### src/hw/rtl/odrh_pkg.sv
// Shared types, constants and helper functions for the ordered dither
// and RGB histogram block. No dependencies.
`default_nettype none

package odrh_pkg;

	// Histogram geometry.
	localparam int BIN_COUNT   = 256;
	localparam int BIN_W       = $clog2(BIN_COUNT);
	localparam int COUNT_WIDTH = 32;
	localparam int CNT_OUT_W   = 32;

	// Pixel and coordinate widths.
	localparam int CHAN_W  = 8;
	localparam int COORD_W = 12;
	localparam int THR_W   = 4;

	// Queue depths between the parts of the block.
	localparam int QUEUE_DEPTH = 4;
	localparam int QPTR_W      = $clog2(QUEUE_DEPTH);
	localparam int QCNT_W      = $clog2(QUEUE_DEPTH + 1);
	localparam int OUT_DEPTH   = 4;
	localparam int OPTR_W      = $clog2(OUT_DEPTH);
	localparam int OCNT_W      = $clog2(OUT_DEPTH + 1);

	localparam logic [CHAN_W-1:0]      FULL_LEVEL = {CHAN_W{1'b1}};
	localparam logic [COUNT_WIDTH-1:0] CNT_MAX    = {COUNT_WIDTH{1'b1}};

	typedef logic [BIN_W-1:0]       bin_t;
	typedef logic [COUNT_WIDTH-1:0] cnt_t;

	// Action codes carried by an input word.
	typedef enum logic {
		ACT_PIXEL = 1'b0,
		ACT_READ  = 1'b1
	} action_t;

	// Input word as it arrives on the input queue port.
	typedef struct packed {
		action_t             action;
		logic [COORD_W-1:0]  column;
		logic [COORD_W-1:0]  row;
		logic [CHAN_W-1:0]   red_in;
		logic [CHAN_W-1:0]   green_in;
		logic [CHAN_W-1:0]   blue_in;
		logic [BIN_W-1:0]    bin_index;
	} item_t;

	// Result word as it leaves on the output queue port.
	typedef struct packed {
		logic [CHAN_W-1:0]    red_out;
		logic [CHAN_W-1:0]    green_out;
		logic [CHAN_W-1:0]    blue_out;
		logic [CNT_OUT_W-1:0] red_count;
		logic [CNT_OUT_W-1:0] green_count;
		logic [CNT_OUT_W-1:0] blue_count;
	} result_t;

	// Classified word passed from the front part to the back part.
	typedef struct packed {
		action_t action;
		logic    red_hi;
		logic    green_hi;
		logic    blue_hi;
		bin_t    red_addr;
		bin_t    green_addr;
		bin_t    blue_addr;
	} work_t;

	// Write request into one histogram bank.
	typedef struct packed {
		logic en;
		bin_t addr;
		cnt_t data;
	} bank_wr_t;

	// 4x4 Bayer matrix, row-major, indexed by {row[1:0], column[1:0]}.
	localparam logic [THR_W-1:0] BAYER [16] = '{
		4'd0,  4'd8,  4'd2,  4'd10,
		4'd12, 4'd4,  4'd14, 4'd6,
		4'd3,  4'd11, 4'd1,  4'd9,
		4'd15, 4'd7,  4'd13, 4'd5
	};

	function automatic logic [THR_W-1:0] bayer_thr(input logic [1:0] r, input logic [1:0] c);
		return BAYER[{r, c}];
	endfunction

endpackage

`default_nettype wire

### src/hw/rtl/odrh_queue.sv
// Short queue of classified words between the front and back parts.
// Depends on odrh_pkg.
`default_nettype none

module odrh_queue (
	input  wire logic            clk,
	input  wire logic            arst_n,
	input  wire logic            wr_en,
	input  wire odrh_pkg::work_t wr_data,
	output logic                 can_push,
	input  wire logic            rd_en,
	output odrh_pkg::work_t      rd_data,
	output logic                 nonempty
);
	import odrh_pkg::*;

	work_t             slot_q [QUEUE_DEPTH];
	logic [QPTR_W-1:0] wr_ptr_q;
	logic [QPTR_W-1:0] rd_ptr_q;
	logic [QCNT_W-1:0] cnt_q;
	logic              do_wr;
	logic              do_rd;

	assign can_push = (cnt_q != QCNT_W'(QUEUE_DEPTH));
	assign nonempty = (cnt_q != '0);
	assign do_wr    = wr_en && can_push;
	assign do_rd    = rd_en && nonempty;
	assign rd_data  = slot_q[rd_ptr_q];

	// Pointers and occupancy.
	always_ff @(posedge clk or negedge arst_n) begin
		if (!arst_n) begin
			wr_ptr_q <= '0;
			rd_ptr_q <= '0;
			cnt_q    <= '0;
		end else begin
			if (do_wr) begin
				wr_ptr_q <= wr_ptr_q + 1'b1;
			end
			if (do_rd) begin
				rd_ptr_q <= rd_ptr_q + 1'b1;
			end
			if (do_wr && !do_rd) begin
				cnt_q <= cnt_q + 1'b1;
			end else if (do_rd && !do_wr) begin
				cnt_q <= cnt_q - 1'b1;
			end
		end
	end

	// Storage.
	always_ff @(posedge clk) begin
		if (do_wr) begin
			slot_q[wr_ptr_q] <= wr_data;
		end
	end

endmodule

`default_nettype wire

### config.mk
export PLATFORM = sky130hd
export DESIGN_NAME = odrh_queue
export DESIGN_NICKNAME = d
export VERILOG_FILES = /design/src/hw/rtl/odrh_pkg.sv /design/src/hw/rtl/odrh_queue.sv
export SDC_FILE = /design/constraint.sdc
export NUM_CORES = 1
export LEC_CHECK = 0
export BUFFER_PORTS_ARGS = -buffer_cell sky130_fd_sc_hd__buf_4
export CORE_MARGIN = 2
export CORE_UTILIZATION = 44
export CTS_BUF_LIST = sky130_fd_sc_hd__clkbuf_2
export DETAILED_ROUTE_END_ITERATION = 16
export PLACE_DENSITY = 0.63
export SYNTH_ARGS = -nofsm -noshare
export SYNTH_HDL_FRONTEND = slang
export SYNTH_SLANG_ARGS = --single-unit
### constraint.sdc
create_clock -name clk -period 5.3 [get_ports clk]
set_input_delay 0.265 -clock clk [delete_from_list [all_inputs] [get_ports clk]]
set_output_delay 0.265 -clock clk [all_outputs]
set_load 0.02 [all_outputs]
==> flow_summary.ini <==
[routing]
drc = 0
drtIter0Drc = 93
drt_first_pass_iters = 6
vias = 2141
viasPerCell = 4.89
routedWlPerCell_um = 17.6
postRouteAntennaNets = 0
wl_um = 7690

[global_route]
antenna_found_initial = 0
overflow = 0
grt_start_max_net_pins = 31
first_global_vias = 2324
grt_pass1_wl_um = 12100
track_usage_pct = 15.1

[clocking]
cts_tree = built
cts.sinks = 119
cts_root_buf = clkbuf_2
clock_latency_ps = 640
htreeDepth = 4
cts_resized = 0
clk_path_buf_depth = 2
clkTransAtPathRegs_ps = 180
cts_buffers = 17

[yosys]
seq_area_frac_synth_pct = 79.4
synthCells = 181
synth_cell_types = 19
ys_seq_elements = 119
synth.net_count = 219
post_synth.cell_area_avg_um2 = 24.6
yosys_warnings = 0
synth_area_mm2 = 0.00446

[setup_path]
crit_fanout = 30
required_ps = 5040
endpoint_kind = output pin
path_class = reg -> out
worstPathArrival_ps = 2500
start_kind = flop

[power]
p_per_area_mw_per_mm2 = 528
power_leakage_uw = 0.00199
fin_total_pwr_uw = 2980
vdd_drop_max_uv = 261

[floorplan]
core_mm2 = 0.00982
die_area_mm2 = 0.0110
start_util_pct = 45.4
num_io_pins = 62
die_x_um = 105
die_y_um = 105
fp-row-count = 36

[sta]
slew_viol_final = 0
finalHoldViolCount = 0
relSlewSlack_pct = 32.6
fmax_ghz = 0.362
rsz0062_at_grt = false
worstMarginPinSlew_ps = 1010
setup_ws_ps = 2530
fin_crit_sh_pct = 52.2
period_needed_ps = 2770
clock_skew_ps = 25.8
tns_ps = 0
finalSetupViolCount = 0
whs_ps = 352

[place]
place_ws_ps = 3120
dp_hpwl_um = 4720
io_buffers = 61
place_congestion = 0.737

[finish]
syn_to_final_growth_pct = 26.5
insertedDiodeCount = 0
nNetsFinal = 330
drive_above_1_share_pct = 42.0

[min_path]
min_path_type = in -> reg

[run]
cap_violations = 0

[run_status]
run_status = complete, no violations
-- Yosys cell counts, drive strengths merged --
master	number	area (um^2)
fa	1	20.0
xnor2	4	35.0
inv	3	11.3
buf	6	51.3
nand3	1	5.00
and2	4	25.0
nand2	2	7.51
edfxtp	112	3360
a21boi	1	11.3
mux4	28	631
xor2	2	17.5
nor2	2	7.51
mux2	2	22.5
dfrtp	7	175
ha	5	62.6
or3	1	11.3
-- layout make-up --
class,count,area (um^2)
multi-input combinational,53,856
tap,133,166
inverter,3,11.3
sequential,119,3540
fill,793,4180
clock inverter,14,159
clock buffer,18,90.1
timing repair buffer,98,816
-- final timing paths --
path                       slack (ps)             to  cells past startpoint   startpoint
min in group asynchronous         560       cnt_q[1]                      3       arst_n
max in group asynchronous        4440    rd_ptr_q[0]                      3       arst_n
max reg2reg                      3150   slot_q[0][4]                      4     cnt_q[0]
min reg2reg                       560       cnt_q[2]                      1     cnt_q[2]
max                              2530    rd_data[11]                      2  rd_ptr_q[0]
min                               350  slot_q[2][24]                      2  wr_data[24]
-- layout by cell type, fill, tap and decap left out --
master,n
clkinvlp_4,5
clkinv_2,3
and2_1,4
dfrtp_1,6
dfrtp_2,1
inv_1,3
nand3_1,1
ha_1,5
buf_4,66
mux2_2,1
fa_1,1
nand2_1,2
mux2_1,1
clkinv_4,1
mux4_2,28
clkinv_1,2
edfxtp_1,112
xnor2_1,4
nor2_1,2
xor2_1,2
bufinv_16,3
a21boi_2,1
dlygate4sd3_1,32
or3_4,1
clkbuf_2,18
-- metrics by stage --
step | area, um^2 | cells | utilization (%)
floorplan | 4460 | 181 | -
global placement | 5070 | 374 | 51.6
detailed placement | 5070 | 374 | 51.6
CTS | 5630 | 437 | 57.3
global route | 5640 | 438 | 57.4
finish | 5640 | 438 | 57.4
-- layer usage --
| metal | up-vias | track usage [%] | wire (um) |
|---|---|---|---|
| li1 | 982 | - | - |
| met1 | 1096 | 18.5 | 3320 |
| met2 | 55 | 25.0 | 3980 |
| met3 | 8 | 4.55 | 317 |
| met4 | 0 | 6.86 | 82 |
| met5 | - | 0 | 0 |
-- critical path, stage by stage (launching register included) --
cell     delay (ps)
dfrtp_2        1070
mux4_2          630
buf_4           180
-- cell families after synthesis --
kind of cell | Yosys count | synth area share, %
compound gates | 1 | 0.253
xor+xnor | 6 | 1.18
fa+ha+maj | 6 | 1.85
buf+inv | 9 | 1.40
flops | 119 | 79.4
mux | 30 | 14.7
simple gates | 10 | 1.26
-- state kept, by name (all words and copies together) (netlist names) --
signal / count
rd_ptr_q: 2
cnt_q: 3
wr_ptr_q: 2
slot_q: 112
-- where the power goes --
| group | internal, uW | switching [uW] | leakage (uW) |
|---|---|---|---|
| Clock | 258 | 328 | 0.000137 |
| Combinational | 504 | 498 | 0.000743 |
| Sequential | 1250 | 144 | 0.00111 |
| Total | 2010 | 970 | 0.00199 |
-- what timing repair did --
item / in CTS / in global routing
endpoints found under the setup margin: 0 / 0
hold endpoints to repair: 121 / 1
hold buffers: 31 / 1
setup buffers: 0 / 0
Power figures use the tool's default switching activity.
