==> config.mk <==
export PLATFORM = sky130hd
export DESIGN_NAME = odrh_front
export DESIGN_NICKNAME = d
export VERILOG_FILES = /design/src/hw/rtl/odrh_pkg.sv /design/src/hw/rtl/odrh_front.sv
export SDC_FILE = /design/constraint.sdc
export NUM_CORES = 1
export LEC_CHECK = 0
export ABC_AREA = 1
export CORE_AREA = 4 4 64 66
export DETAILED_ROUTE_END_ITERATION = 12
export DIE_AREA = 0 0 68 70
export DONT_BUFFER_PORTS = 1
export PLACE_DENSITY = 0.67
export RECOVER_POWER = 50
export SYNTH_ARGS = -nofsm -noshare
export SYNTH_HDL_FRONTEND = slang
export SYNTH_SLANG_ARGS = --single-unit
==> constraint.sdc <==
create_clock -name clk -period 2.55 [get_ports clk]
set_input_delay 0.51 -clock clk [delete_from_list [all_inputs] [get_ports clk]]
set_output_delay 0.51 -clock clk [all_outputs]
set_load 0.05 [all_outputs]
==> src/hw/rtl/odrh_pkg.sv <==
// Shared types, constants and helper functions for the ordered dither
// and RGB histogram block. No dependencies.
`default_nettype none

package odrh_pkg;

	// Histogram geometry.
	localparam int BIN_COUNT   = 256;
	localparam int BIN_W       = $clog2(BIN_COUNT);
	localparam int COUNT_WIDTH = 32;
	localparam int CNT_OUT_W   = 32;

	// Pixel and coordinate widths.
	localparam int CHAN_W  = 8;
	localparam int COORD_W = 12;
	localparam int THR_W   = 4;

	// Queue depths between the parts of the block.
	localparam int QUEUE_DEPTH = 4;
	localparam int QPTR_W      = $clog2(QUEUE_DEPTH);
	localparam int QCNT_W      = $clog2(QUEUE_DEPTH + 1);
	localparam int OUT_DEPTH   = 4;
	localparam int OPTR_W      = $clog2(OUT_DEPTH);
	localparam int OCNT_W      = $clog2(OUT_DEPTH + 1);

	localparam logic [CHAN_W-1:0]      FULL_LEVEL = {CHAN_W{1'b1}};
	localparam logic [COUNT_WIDTH-1:0] CNT_MAX    = {COUNT_WIDTH{1'b1}};

	typedef logic [BIN_W-1:0]       bin_t;
	typedef logic [COUNT_WIDTH-1:0] cnt_t;

	// Action codes carried by an input word.
	typedef enum logic {
		ACT_PIXEL = 1'b0,
		ACT_READ  = 1'b1
	} action_t;

	// Input word as it arrives on the input queue port.
	typedef struct packed {
		action_t             action;
		logic [COORD_W-1:0]  column;
		logic [COORD_W-1:0]  row;
		logic [CHAN_W-1:0]   red_in;
		logic [CHAN_W-1:0]   green_in;
		logic [CHAN_W-1:0]   blue_in;
		logic [BIN_W-1:0]    bin_index;
	} item_t;

	// Result word as it leaves on the output queue port.
	typedef struct packed {
		logic [CHAN_W-1:0]    red_out;
		logic [CHAN_W-1:0]    green_out;
		logic [CHAN_W-1:0]    blue_out;
		logic [CNT_OUT_W-1:0] red_count;
		logic [CNT_OUT_W-1:0] green_count;
		logic [CNT_OUT_W-1:0] blue_count;
	} result_t;

	// Classified word passed from the front part to the back part.
	typedef struct packed {
		action_t action;
		logic    red_hi;
		logic    green_hi;
		logic    blue_hi;
		bin_t    red_addr;
		bin_t    green_addr;
		bin_t    blue_addr;
	} work_t;

	// Write request into one histogram bank.
	typedef struct packed {
		logic en;
		bin_t addr;
		cnt_t data;
	} bank_wr_t;

	// 4x4 Bayer matrix, row-major, indexed by {row[1:0], column[1:0]}.
	localparam logic [THR_W-1:0] BAYER [16] = '{
		4'd0,  4'd8,  4'd2,  4'd10,
		4'd12, 4'd4,  4'd14, 4'd6,
		4'd3,  4'd11, 4'd1,  4'd9,
		4'd15, 4'd7,  4'd13, 4'd5
	};

	function automatic logic [THR_W-1:0] bayer_thr(input logic [1:0] r, input logic [1:0] c);
		return BAYER[{r, c}];
	endfunction

endpackage

`default_nettype wire

==> src/hw/rtl/odrh_front.sv <==
// Front part: accepts input words, looks up the dither threshold and
// forms the bin addresses. Depends on odrh_pkg.
`default_nettype none

module odrh_front (
	input  wire logic           clk,
	input  wire logic           arst_n,
	input  wire logic           push,
	output logic                full,
	input  wire odrh_pkg::item_t item,
	output logic                q_push,
	output odrh_pkg::work_t     q_data,
	input  wire logic           q_can_push
);
	import odrh_pkg::*;

	logic                  vld_s1;
	work_t                 work_s1;
	work_t                 work_d;
	logic [THR_W-1:0]      thr;
	logic [CHAN_W-1:0]     thr_level;
	logic                  take;
	logic                  is_pix;

	// Threshold from the low coordinate bits, scaled by sixteen.
	always_comb begin
		thr       = bayer_thr(item.row[1:0], item.column[1:0]);
		thr_level = {thr, 4'b0000};
		is_pix    = (item.action == ACT_PIXEL);
		work_d.action     = item.action;
		work_d.red_hi     = is_pix && (item.red_in > thr_level);
		work_d.green_hi   = is_pix && (item.green_in > thr_level);
		work_d.blue_hi    = is_pix && (item.blue_in > thr_level);
		work_d.red_addr   = is_pix ? item.red_in : item.bin_index;
		work_d.green_addr = is_pix ? item.green_in : item.bin_index;
		work_d.blue_addr  = is_pix ? item.blue_in : item.bin_index;
	end

	// The stage register drains into the queue whenever the queue has room.
	assign q_push = vld_s1 && q_can_push;
	assign q_data = work_s1;
	assign full   = vld_s1 && !q_can_push;
	assign take   = push && !full;

	always_ff @(posedge clk or negedge arst_n) begin
		if (!arst_n) begin
			vld_s1 <= 1'b0;
		end else if (take) begin
			vld_s1 <= 1'b1;
		end else if (q_push) begin
			vld_s1 <= 1'b0;
		end
	end

	always_ff @(posedge clk) begin
		if (take) begin
			work_s1 <= work_d;
		end
	end

endmodule

`default_nettype wire

==> results_dict.tcl <==
set metrics [dict create \
    run_status "finished clean" \
    yosysTopAreaCellShare_pct 56.14 \
    fin_util_pct 45.28 \
    grt_remaining_overflow 0 \
    p_int_mw 0.7426 \
    synth-edff-count 28 \
    rsz0062_at_grt "false" \
    die-area_um2 4760 \
    power_mw 1.083 \
    die_w_um 68 \
    yosys-top-cells-area "edfxtp_1 56%, nand2_1 11%, inv_1 8.0%" \
    drt_wl_total_mm 3.283 \
    clk_pin_slew_worst_paths_ps 90 \
    relSlewSlack_pct 67.73 \
    antenna_left 0 \
    core-area_um2 3578 \
    grt_pass1_wl_mm 5.119 \
    globalplace.congestion 0.8515 \
    drc 0 \
    pwr-share-clk_pct 26.4 \
    seqPwrFrac_pct 62.6 \
    clk_path_buf_depth 2 \
    grt_max_degree 31 \
    ys_ff_latch 29 \
    dr.pass1.iters 4 \
    period_minus_slack_ps 1597 \
    cts_tree "yes" \
    fmax_mhz 626.1 \
    yosys_most_used_dff "edfxtp_1" \
    synthTopCellsByCount "42 x nand2_1, 32 x inv_1, 28 x edfxtp_1, 18 x o21ai_0, 9 x ha_1" \
    fin_skew_ps 4.443 \
    slew_viol_final 0 \
    fin_crit_sh_pct 62.64 \
    initial_core_util_pct 41.85 \
    vias 1061 \
    hold_ws_ps 282.1 \
    wl_per_cell_um 15.41 \
    dp_cells 204 \
    hold_buffers 1 \
    clk_latency_ps 320 \
    grt_usage_pct 14.64 \
    synth.most_common_cell "nand2_1" \
    end_kind "output port" \
    synth-seq-area-share_pct 57.81 \
    combPwrFrac_pct 11.0 \
    finalWorstSetupSlack_ps 952.7 \
    powerDensity_nw_per_um2 668.5 \
    syn_avg_cell_area_um2 9.479 \
    regArea_um2 865.8 \
    maxCapViolCount 0 \
    areaGrowthSynthToFinish_pct 8.187 \
    cp.required_ps 2040 \
    hold_class "input port to register" \
    drtIter0Drc 53 \
    fin_setup_tns_ps 0 \
    multi_input_area_um2 498.0 \
    worstMarginPinSlew_ps 485.0 \
    async_flop_share_pct 3.448 \
    ctsResizeCount 0 \
    worstPathMaxFanout 2 \
    fin_nets 234 \
    die_h_um 70 \
    cts-buffers-inserted 5 \
    switchingPower_mw 0.3405 \
    drive_gt1_share_pct 6.061 \
    syn_inst 158 \
    power_leakage_nw 0.7710 \
    peakVddDrop_mv 0.2569 \
    dpl_cell_area_um2 1551 \
    startpoint_type "register" \
    nFillCells 360 \
    hold_viol 0 \
    cts_sinks 29 \
    yosysWarningCount 0 \
    insertedDiodeCount 0 \
    io_buffers 0 \
    io-pin-count 91 \
    finalSetupViolations 0 \
    htree_levels 2 \
    postCtsSetupRepairBufs 0 \
    synth_area_leader_cell "edfxtp_1" \
    vias_per_cell 4.981 \
    synth_nets 228 \
    post-place-ws_ps 808.3 \
    synth_area_um2 1498 \
    final_cell_area_um2 1620 \
    ys_types 17 \
    grt_pass1_vias 1096 \
    switching_share_pct 31.44 \
    hpwlAfterDp_mm 2.615 \
    antenna_found_initial 0 \
    crit_type "register to output port" \
    layout.cells.non_filler 213 \
    clk_root_buffer_cell "clkbuf_4" \
    arrival_ps 1090 \
    core.rowCount 22 \
]
==> layout make-up <==
type / instances / share of cell area (%)
multi-input combinational: 94 / 30.73
timing repair buffer: 2 / 1.081
clock buffer: 8 / 3.629
sequential: 29 / 53.44
inverter: 32 / 7.413
tap: 48 / 3.707
==> path summary, 6_finish.rpt <==
check | startpoint | to | slack, ps | depth (start not counted)
min in group asynchronous | arst_n | vld_s1 | 390 | 1
max in group asynchronous | arst_n | vld_s1 | 2060 | 1
worst max register to register | vld_s1 | q_data[24] | 1030 | 4
worst min-delay path | item[56] | q_data[27] | 280 | 0
worst max-delay path | vld_s1 | full | 950 | 2
worst min register to register | vld_s1 | vld_s1 | 500 | 2
==> logic make-up after synthesis <==
logic type | synth area share (%)
XOR/XNOR | 0.5849
AO/OA/AOI/OAI | 9.857
adder cells (fa/ha/maj) | 7.519
flip-flops | 57.81
AND/OR/NAND/NOR | 15.12
buffers and inverters | 9.106
==> power by group through the flow <==
stage               sequential (mW)  combinational (mW)  clock (mW)
floorplan                     0.686              0.0970           0
global placement              0.689               0.111           0
detailed placement            0.691               0.118           0
CTS                           0.680               0.120       0.298
global route                  0.682               0.137       0.317
finish                        0.678               0.119       0.286
==> layer usage <==
metal / global-route usage (%) / routed length (µm) / part of all wire, %
met1: 14.42 / 1224 / 37
met2: 25.37 / 1721 / 52
met3: 6.109 / 269 / 8.2
met4: 7.285 / 68 / 2.1
met5: 0 / 0 / 0
==> sequential cells by signal, summed over array words and instances, names as in the netlist <==
| name | count |
|---|---|
| vld_s1 | 1 |
| q_data | 28 |
==> critical path, cell delays in order, from the launching register on <==
cell and delay, ps:
dfrtp_1 350, nand2_1 70, inv_1 350
==> cell usage in the layout (no fill, tap or decap) <==
master	Yosys	final
nor2_1	7	6
inv_1	32	32
nand2_1	42	42
edfxtp_1	28	28
o21ai_0	18	18
clkbuf_1	1	2
o21ai_1	1	1
ha_1	9	9
nor2_2	0	1
a21oi_1	3	3
xnor2_1	1	1
nand3_1	6	6
buf_4	1	1
o21bai_1	2	2
dlygate4sd3_1	0	1
nand2_2	2	2
clkbuf_4	0	5
dfrtp_1	1	1
clkbuf_8	0	1
a21o_1	3	3
No activity file was read; power rests on OpenSTA's default activity.
